<file path="src/design/bnet_pkg.sv">
// ----------------------------------------------------------------------------
// bnet_pkg
// Shared types and constants for the catalog node extent translator.
// ----------------------------------------------------------------------------
`default_nettype none

package bnet_pkg;

    localparam int EXTENT_SLOTS = 8;
    localparam int SLOT_W       = (EXTENT_SLOTS > 1) ? $clog2(EXTENT_SLOTS) : 1;

    localparam int BLK_SIZE_LOG2_MIN = 9;
    localparam int BLK_SIZE_LOG2_MAX = 20;
    localparam int ILLEGAL_BIT       = 28;

    localparam int PROD_W   = 48;
    localparam int BLK_W    = PROD_W - BLK_SIZE_LOG2_MIN;
    localparam int INBLK_W  = BLK_SIZE_LOG2_MAX;
    localparam int REAL_W   = 33;
    localparam int OFF_W    = REAL_W + BLK_SIZE_LOG2_MAX;
    localparam int BSIZE_W  = BLK_SIZE_LOG2_MAX + 1;
    localparam int CFG_ADDR_W = 3;

    localparam logic FUNC_WRITE_SLOT = 1'b0;
    localparam logic FUNC_TRANSLATE  = 1'b1;

    localparam logic [CFG_ADDR_W-1:0] CFG_TOTAL_NODES     = 3'd0;
    localparam logic [CFG_ADDR_W-1:0] CFG_NODE_SIZE       = 3'd1;
    localparam logic [CFG_ADDR_W-1:0] CFG_BLOCK_SIZE_LOG2 = 3'd2;
    localparam logic [CFG_ADDR_W-1:0] CFG_CATALOG_BLOCKS  = 3'd3;
    localparam logic [CFG_ADDR_W-1:0] CFG_VOLUME_BLOCKS   = 3'd4;

    typedef enum logic [3:0] {
        STAT_OK                 = 4'd0,
        STAT_NODE_RANGE         = 4'd1,
        STAT_BEYOND_FORK        = 4'd2,
        STAT_EMPTY_EXTENT       = 4'd3,
        STAT_ILLEGAL_EXTENT     = 4'd4,
        STAT_NOT_IN_EXTENTS     = 4'd5,
        STAT_PAST_VOLUME        = 4'd6,
        STAT_NODE_EXCEEDS_BLOCK = 4'd7,
        STAT_ZERO_OFFSET        = 4'd8
    } status_t;

    typedef enum logic [2:0] {
        ST_IDLE,
        ST_MUL,
        ST_SPLIT,
        ST_WALK,
        ST_CHECK,
        ST_OFFSET,
        ST_DONE
    } state_t;

    typedef struct packed {
        logic [31:0] start;
        logic [31:0] count;
    } extent_t;

endpackage

`default_nettype wire

</file>
<file path="src/design/btree_node_extent_translator.sv">
// ----------------------------------------------------------------------------
// btree_node_extent_translator
// Locates a catalog B-tree node on the volume through an eight-slot extent map.
// ----------------------------------------------------------------------------
// A transaction with func 0 loads one extent slot; its status 0 result goes
// through the done state to the output register once the output is free. A
// transaction with func 1 translates a node number into a volume byte offset;
// node range and node size errors go straight to the done state, while other
// lookups run through the multiply, split, walk, check and offset states,
// stopping early on an error. The sequencer examines one extent slot per
// cycle with a single compare and subtract unit. The block accepts one
// transaction at a time and is ready again in the cycle after the result is
// handed to the output register.
`default_nettype none

module btree_node_extent_translator
    import bnet_pkg::*;
(
    input  wire logic                  aclk,
    input  wire logic                  aresetn,

    input  wire logic                  cfg_wr_en,
    input  wire logic [CFG_ADDR_W-1:0] cfg_addr,
    input  wire logic [31:0]           cfg_wdata,

    input  wire logic                  s_valid,
    output logic                       s_ready,
    input  wire logic                  s_func,
    input  wire logic [2:0]            s_slot_index,
    input  wire logic [31:0]           s_slot_start,
    input  wire logic [31:0]           s_slot_count,
    input  wire logic [31:0]           s_node_number,

    output logic                       m_valid,
    input  wire logic                  m_ready,
    output logic [3:0]                 m_status,
    output logic [51:0]                m_byte_offset,
    output logic [2:0]                 m_extent_used,
    output logic [31:0]                m_volume_block
);

    logic [31:0] total_nodes_reg;
    logic [15:0] node_size_reg;
    logic [4:0]  block_size_log2_reg;
    logic [31:0] catalog_blocks_reg;
    logic [31:0] volume_blocks_reg;

    state_t              state_reg, state_next;
    logic [31:0]         node_reg, node_next;
    logic [PROD_W-1:0]   prod_reg, prod_next;
    logic [BLK_W-1:0]    blk_reg, blk_next;
    logic [INBLK_W-1:0]  inblk_reg, inblk_next;
    logic [SLOT_W-1:0]   slot_reg, slot_next;
    logic [REAL_W-1:0]   real_reg, real_next;
    status_t             res_status_reg, res_status_next;
    logic [51:0]         res_offset_reg, res_offset_next;
    logic [2:0]          res_used_reg, res_used_next;
    logic [31:0]         res_vblock_reg, res_vblock_next;

    logic                m_valid_reg, m_valid_next;
    logic [3:0]          m_status_reg, m_status_next;
    logic [51:0]         m_offset_reg, m_offset_next;
    logic [2:0]          m_used_reg, m_used_next;
    logic [31:0]         m_vblock_reg, m_vblock_next;

    logic [4:0]          lg_sat;
    logic [BSIZE_W-1:0]  bsize;
    logic [OFF_W-1:0]    off_sum;
    logic                accept;
    logic                tbl_wr_en;
    extent_t             tbl_wr_data;
    extent_t             ext;

    always_ff @(posedge aclk) begin
        if (!aresetn) begin
            total_nodes_reg     <= '0;
            node_size_reg       <= 16'd4096;
            block_size_log2_reg <= 5'd12;
            catalog_blocks_reg  <= '0;
            volume_blocks_reg   <= '0;
        end else if (cfg_wr_en) begin
            case (cfg_addr)
                CFG_TOTAL_NODES:     total_nodes_reg     <= cfg_wdata;
                CFG_NODE_SIZE:       node_size_reg       <= cfg_wdata[15:0];
                CFG_BLOCK_SIZE_LOG2: block_size_log2_reg <= cfg_wdata[4:0];
                CFG_CATALOG_BLOCKS:  catalog_blocks_reg  <= cfg_wdata;
                CFG_VOLUME_BLOCKS:   volume_blocks_reg   <= cfg_wdata;
                default: ;
            endcase
        end
    end

    always_comb begin
        if (block_size_log2_reg < 5'(BLK_SIZE_LOG2_MIN)) begin
            lg_sat = 5'(BLK_SIZE_LOG2_MIN);
        end else if (block_size_log2_reg > 5'(BLK_SIZE_LOG2_MAX)) begin
            lg_sat = 5'(BLK_SIZE_LOG2_MAX);
        end else begin
            lg_sat = block_size_log2_reg;
        end
    end

    assign bsize   = BSIZE_W'(1) << lg_sat;
    assign off_sum = (OFF_W'(real_reg) << lg_sat) + OFF_W'(inblk_reg);

    assign accept      = s_valid && s_ready;
    assign tbl_wr_en   = accept && (s_func == FUNC_WRITE_SLOT)
                         && (32'(s_slot_index) < 32'(EXTENT_SLOTS));
    assign tbl_wr_data = '{start: s_slot_start, count: s_slot_count};

    bnet_ext_table u_ext_table (
        .aclk    (aclk),
        .aresetn (aresetn),
        .wr_en   (tbl_wr_en),
        .wr_addr (SLOT_W'(s_slot_index)),
        .wr_data (tbl_wr_data),
        .rd_addr (slot_reg),
        .rd_data (ext)
    );

    always_ff @(posedge aclk) begin
        if (!aresetn) begin
            state_reg   <= ST_IDLE;
            m_valid_reg <= 1'b0;
        end else begin
            state_reg   <= state_next;
            m_valid_reg <= m_valid_next;
        end
        node_reg       <= node_next;
        prod_reg       <= prod_next;
        blk_reg        <= blk_next;
        inblk_reg      <= inblk_next;
        slot_reg       <= slot_next;
        real_reg       <= real_next;
        res_status_reg <= res_status_next;
        res_offset_reg <= res_offset_next;
        res_used_reg   <= res_used_next;
        res_vblock_reg <= res_vblock_next;
        m_status_reg   <= m_status_next;
        m_offset_reg   <= m_offset_next;
        m_used_reg     <= m_used_next;
        m_vblock_reg   <= m_vblock_next;
    end

    always_comb begin
        state_next      = state_reg;
        node_next       = node_reg;
        prod_next       = prod_reg;
        blk_next        = blk_reg;
        inblk_next      = inblk_reg;
        slot_next       = slot_reg;
        real_next       = real_reg;
        res_status_next = res_status_reg;
        res_offset_next = res_offset_reg;
        res_used_next   = res_used_reg;
        res_vblock_next = res_vblock_reg;
        m_valid_next    = m_valid_reg && !m_ready;
        m_status_next   = m_status_reg;
        m_offset_next   = m_offset_reg;
        m_used_next     = m_used_reg;
        m_vblock_next   = m_vblock_reg;
        s_ready         = 1'b0;

        case (state_reg)
            ST_IDLE: begin
                s_ready = 1'b1;
                if (s_valid) begin
                    node_next       = s_node_number;
                    slot_next       = '0;
                    res_status_next = STAT_OK;
                    res_offset_next = '0;
                    res_used_next   = '0;
                    res_vblock_next = '0;
                    if (s_func == FUNC_WRITE_SLOT) begin
                        state_next = ST_DONE;
                    end else if (s_node_number >= total_nodes_reg) begin
                        res_status_next = STAT_NODE_RANGE;
                        state_next      = ST_DONE;
                    end else if (BSIZE_W'(node_size_reg) > bsize) begin
                        res_status_next = STAT_NODE_EXCEEDS_BLOCK;
                        state_next      = ST_DONE;
                    end else begin
                        state_next = ST_MUL;
                    end
                end
            end
            ST_MUL: begin
                prod_next  = PROD_W'(node_reg) * PROD_W'(node_size_reg);
                state_next = ST_SPLIT;
            end
            ST_SPLIT: begin
                blk_next   = BLK_W'(prod_reg >> lg_sat);
                inblk_next = INBLK_W'(prod_reg) & INBLK_W'(bsize - BSIZE_W'(1));
                if (BLK_W'(prod_reg >> lg_sat) >= BLK_W'(catalog_blocks_reg)) begin
                    res_status_next = STAT_BEYOND_FORK;
                    state_next      = ST_DONE;
                end else begin
                    state_next = ST_WALK;
                end
            end
            ST_WALK: begin
                if (ext.start == '0 || ext.count == '0) begin
                    res_status_next = STAT_EMPTY_EXTENT;
                    state_next      = ST_DONE;
                end else if (ext.start[ILLEGAL_BIT] && ext.count[ILLEGAL_BIT]) begin
                    res_status_next = STAT_ILLEGAL_EXTENT;
                    state_next      = ST_DONE;
                end else if (blk_reg < BLK_W'(ext.count)) begin
                    real_next  = REAL_W'(ext.start) + REAL_W'(blk_reg[31:0]);
                    state_next = ST_CHECK;
                end else begin
                    blk_next = blk_reg - BLK_W'(ext.count);
                    if (slot_reg == SLOT_W'(EXTENT_SLOTS - 1)) begin
                        res_status_next = STAT_NOT_IN_EXTENTS;
                        state_next      = ST_DONE;
                    end else begin
                        slot_next = slot_reg + SLOT_W'(1);
                    end
                end
            end
            ST_CHECK: begin
                if (real_reg >= REAL_W'(volume_blocks_reg)) begin
                    res_status_next = STAT_PAST_VOLUME;
                    state_next      = ST_DONE;
                end else begin
                    state_next = ST_OFFSET;
                end
            end
            ST_OFFSET: begin
                if (off_sum == '0) begin
                    res_status_next = STAT_ZERO_OFFSET;
                end else begin
                    res_offset_next = off_sum[51:0];
                    res_used_next   = 3'(slot_reg);
                    res_vblock_next = real_reg[31:0];
                end
                state_next = ST_DONE;
            end
            ST_DONE: begin
                if (!m_valid_reg || m_ready) begin
                    m_valid_next  = 1'b1;
                    m_status_next = res_status_reg;
                    m_offset_next = res_offset_reg;
                    m_used_next   = res_used_reg;
                    m_vblock_next = res_vblock_reg;
                    state_next    = ST_IDLE;
                end
            end
            default: begin
                state_next = ST_IDLE;
            end
        endcase
    end

    assign m_valid        = m_valid_reg;
    assign m_status       = m_status_reg;
    assign m_byte_offset  = m_offset_reg;
    assign m_extent_used  = m_used_reg;
    assign m_volume_block = m_vblock_reg;

endmodule

`default_nettype wire

</file>
<file path="src/design/bnet_ext_table.sv">
// ----------------------------------------------------------------------------
// bnet_ext_table
// Extent slot table with one write port and one read port, cleared at reset.
// ----------------------------------------------------------------------------
`default_nettype none

module bnet_ext_table
    import bnet_pkg::*;
(
    input  wire logic              aclk,
    input  wire logic              aresetn,
    input  wire logic              wr_en,
    input  wire logic [SLOT_W-1:0] wr_addr,
    input  wire extent_t           wr_data,
    input  wire logic [SLOT_W-1:0] rd_addr,
    output extent_t                rd_data
);

    extent_t slot_reg [EXTENT_SLOTS];

    always_ff @(posedge aclk) begin
        if (!aresetn) begin
            for (int i = 0; i < EXTENT_SLOTS; i++) begin
                slot_reg[i] <= '0;
            end
        end else if (wr_en) begin
            slot_reg[wr_addr] <= wr_data;
        end
    end

    assign rd_data = slot_reg[rd_addr];

endmodule

`default_nettype wire

</file>
<file path="config.mk">
export PLATFORM = sky130hd
export DESIGN_NAME = btree_node_extent_translator
export DESIGN_NICKNAME = d
export VERILOG_FILES = /design/src/design/bnet_pkg.sv /design/src/design/btree_node_extent_translator.sv /design/src/design/bnet_ext_table.sv
export SDC_FILE = /design/constraint.sdc
export NUM_CORES = 2
export LEC_CHECK = 0
export BUFFER_PORTS_ARGS = -buffer_cell sky130_fd_sc_hd__buf_2
export CAP_MARGIN = 0
export CELL_PAD_IN_SITES_DETAIL_PLACEMENT = 2
export CELL_PAD_IN_SITES_GLOBAL_PLACEMENT = 2
export CORE_UTILIZATION = 39
export CTS_CLUSTER_SIZE = 28
export DETAILED_ROUTE_END_ITERATION = 10
export PLACE_DENSITY_LB_ADDON = 0.1
export SLEW_MARGIN = 20
export SYNTH_ARGS = -nofsm -noshare
export SYNTH_HDL_FRONTEND = slang
export SYNTH_SLANG_ARGS = --single-unit
</file>
<file path="constraint.sdc">
create_clock -name aclk -period 8 [get_ports aclk]
set_input_delay 1.2 -clock aclk [delete_from_list [all_inputs] [get_ports aclk]]
set_output_delay 1.2 -clock aclk [all_outputs]
set_load 0.01 [all_outputs]
</file>
==> impl_metrics.json <==
{
  "grt_pass1_wl_mm": 365,
  "gr-total-overflow": 0,
  "globalplace.congestion": 0.896,
  "cts_tree": "yes",
  "drtPass1Iterations": 5,
  "utilization_pct": 44.1,
  "finalCritPeriodShare_pct": 93.1,
  "numCtsBuffers": 115,
  "slew_violations": 0,
  "synth_area_mm2": 0.0680,
  "async_reset_ff_share_pct": 0,
  "crit_end": "prod_reg[46]$_DFFE_PP_",
  "yosys_warnings": 0,
  "dp.cells": 8511,
  "fmax_mhz": 134,
  "r2r-end": "prod_reg[46]$_DFFE_PP_",
  "cpMostUsedCell": "fa_1",
  "ys.flop_type": "edfxtp_1",
  "clkSlewWorstSetupHoldPaths_ps": 60,
  "ant_nets": 0,
  "portBuffers": 232,
  "ir_worst_vdd_mv": 0.277,
  "drtIter0Drc": 2577,
  "ys_ff_latch": 993,
  "status": "finished, final reports clean",
  "rr_startpoint": "node_size_reg[1]$_SDFFE_PN0P_",
  "grt_use_total_pct": 28.0,
  "syn_avg_cell_area_um2": 11.1,
  "ioPinCount": 233,
  "die_area_mm2": 0.176,
  "first_global_vias": 54722,
  "cts.sinks": 993,
  "dp_hpwl_mm": 180,
  "layout_commonest_cell": "edfxtp_1",
  "cts-root-buf": "clkbuf_16",
  "drv_cap": 0,
  "cts_buffer_depth": 3,
  "total_power_mw": 15.5,
  "antenna_found_initial": 23,
  "fin_cells": 8736,
  "core_mm2": 0.172,
  "drc_errors": 0,
  "die_h_um": 420,
  "rrSetupSlack_ps": 550,
  "path_class": "reg2reg",
  "holdBufCountCts": 0,
  "required_ps": 8480,
  "syn_to_final_growth_pct": 11.9,
  "setup_viol": 0,
  "critPathArrivalTime_ps": 7930,
  "tightest_slew_ps": 1080,
  "synth_edf_count": 869,
  "grt_max_degree": 68,
  "worstSetupEndpointType": "flop",
  "power_density_mw_per_mm2": 204,
  "critPathMaxFanout": 20,
  "syn_inst": 6125,
  "synth.area.top_cells": "edfxtp_1, fa_1, and2_1, ha_1, mux4_2",
  "p_leak_nw": 29.5,
  "slew_headroom_pct": 27.7,
  "yosysTopAreaCell": "edfxtp_1",
  "die_w_um": 420,
  "critPathSlowestCell": "fa_1",
  "rsz0062_at_grt": "false",
  "startpoint": "node_size_reg[1]$_SDFFE_PN0P_",
  "initial_utilization_pct": 39.4,
  "hold_violations": 0,
  "drive_gt1_share_pct": 12.8,
  "wl_per_cell_um": 28.0,
  "fin_hold_ws_ps": 418,
  "tns_ps": 0,
  "vias": 48678,
  "ys_types": 95,
  "htreeDepth": 3,
  "routed_wl_mm": 244,
  "skew_ps": 65.1,
  "netlist.area_leader.share_pct": 38.4,
  "avgViaCountPerCell": 5.57,
  "seq_area_frac_synth_pct": 42.0,
  "core.rowCount": 152,
  "ff2ff_path_depth": 26,
  "nets": 7200,
  "largest_register_ffs": 512,
  "startpoint_type": "flop",
  "layout_common_cells": "edfxtp_1, and2_1, nand2_1, inv_1, fa_1",
  "period_minus_slack_ps": 7450,
  "clk_latency_ps": 800,
  "hold_path_class": "reg2reg",
  "cpPeakStageDelay_ps": 560
}
## metrics by stage
stage | setup WS, ps | instance area [um^2]
floorplan | 362 | 68100
global placement | 295 | 72200
detailed placement | 241 | 72200
CTS | 175 | 76000
global route | 69.5 | 76100
finish | 554 | 76100
## cell usage after synthesis, types with 41 or more instances
cell / count
nor3_1: 53
xnor2_1: 90
fa_1: 421
nand2b_1: 43
a21boi_0: 125
mux2i_1: 166
and2_1: 745
inv_1: 547
a21oi_1: 215
o221ai_1: 42
nor2_1: 214
a211oi_1: 43
nor2b_1: 42
mux4_2: 142
a21o_1: 83
o21a_1: 41
dfxtp_1: 124
nand2_1: 738
xor2_1: 51
edfxtp_1: 869
o21ai_0: 141
nand3_1: 56
ha_1: 319
and3_1: 65
clkbuf_1: 245
## timing repair
action	4_1_cts	5_1_grt
buffers inserted	0	2
resized for setup	0	6
endpoints found under the setup margin	0	9
endpoints found under the hold margin	0	0
## final cells by class
type	count	area [um^2]
clock buffers	138	2990
repair buffers	384	2400
flip-flops and latches	993	28600
well taps	2310	2890
diodes	6	15.0
multi-input cells	4279	36300
fillers	17728	96400
inverters	547	2050
clock inverters	79	841
## critical path, delay by kind of cell (launching register included)
kind | cells | cell delay (ps)
AOI/OAI and AO/OA | 8 | 2160
DFF | 1 | 420
xor gates and xnor gates | 1 | 100
adders and majority gates | 7 | 3420
and+or+nand+nor | 4 | 470
buffers and inverters | 6 | 600
## worst min-delay path by stage
stage	start	to	cells after the start	slack [ps]
floorplan	res_offset_reg[0]$_SDFFCE_PN0P_	m_byte_offset[0]$_DFFE_PP_	0	400
global route	res_vblock_reg[10]$_SDFFCE_PN0P_	m_volume_block[10]$_DFFE_PP_	0	430
finish	res_vblock_reg[1]$_SDFFCE_PN0P_	m_volume_block[1]$_DFFE_PP_	0	420
CTS	res_offset_reg[7]$_SDFFCE_PN0P_	m_byte_offset[7]$_DFFE_PP_	0	420
global placement	res_offset_reg[20]$_SDFFCE_PN0P_	m_byte_offset[20]$_DFFE_PP_	0	400
detailed placement	res_vblock_reg[17]$_SDFFCE_PN0P_	m_volume_block[17]$_DFFE_PP_	0	410
## routing by layer
metal / GRT usage (%) / vias to the layer above / wire, um
li1: - / 21648 / -
met1: 34.8 / 25759 / 103000
met2: 50.3 / 900 / 125000
met3: 2.99 / 359 / 7500
met4: 9.66 / 12 / 8970
met5: 0 / - / 78
## power by group
part | internal, mW | total (mW) | switching, mW
clock | 3.07 | 5.44 | 2.37
combinational | 1.42 | 3.85 | 2.43
sequential | 6.02 | 6.25 | 0.223
## kinds of logic (layout without fill, tap and decap cells)
kind of cell	Yosys count	in the layout	synth area share (%)
and+or+nand+nor	2127	2127	16.1
adders and majority gates	740	740	18.3
buffers and inverters	872	1148	5.06
xor gates and xnor gates	141	141	1.82
DFF	993	993	42.0
AOI/OAI and AO/OA	900	900	8.91
muxes	350	350	7.89
other	2	27	0.0110
(Power assumes the default switching activity.)
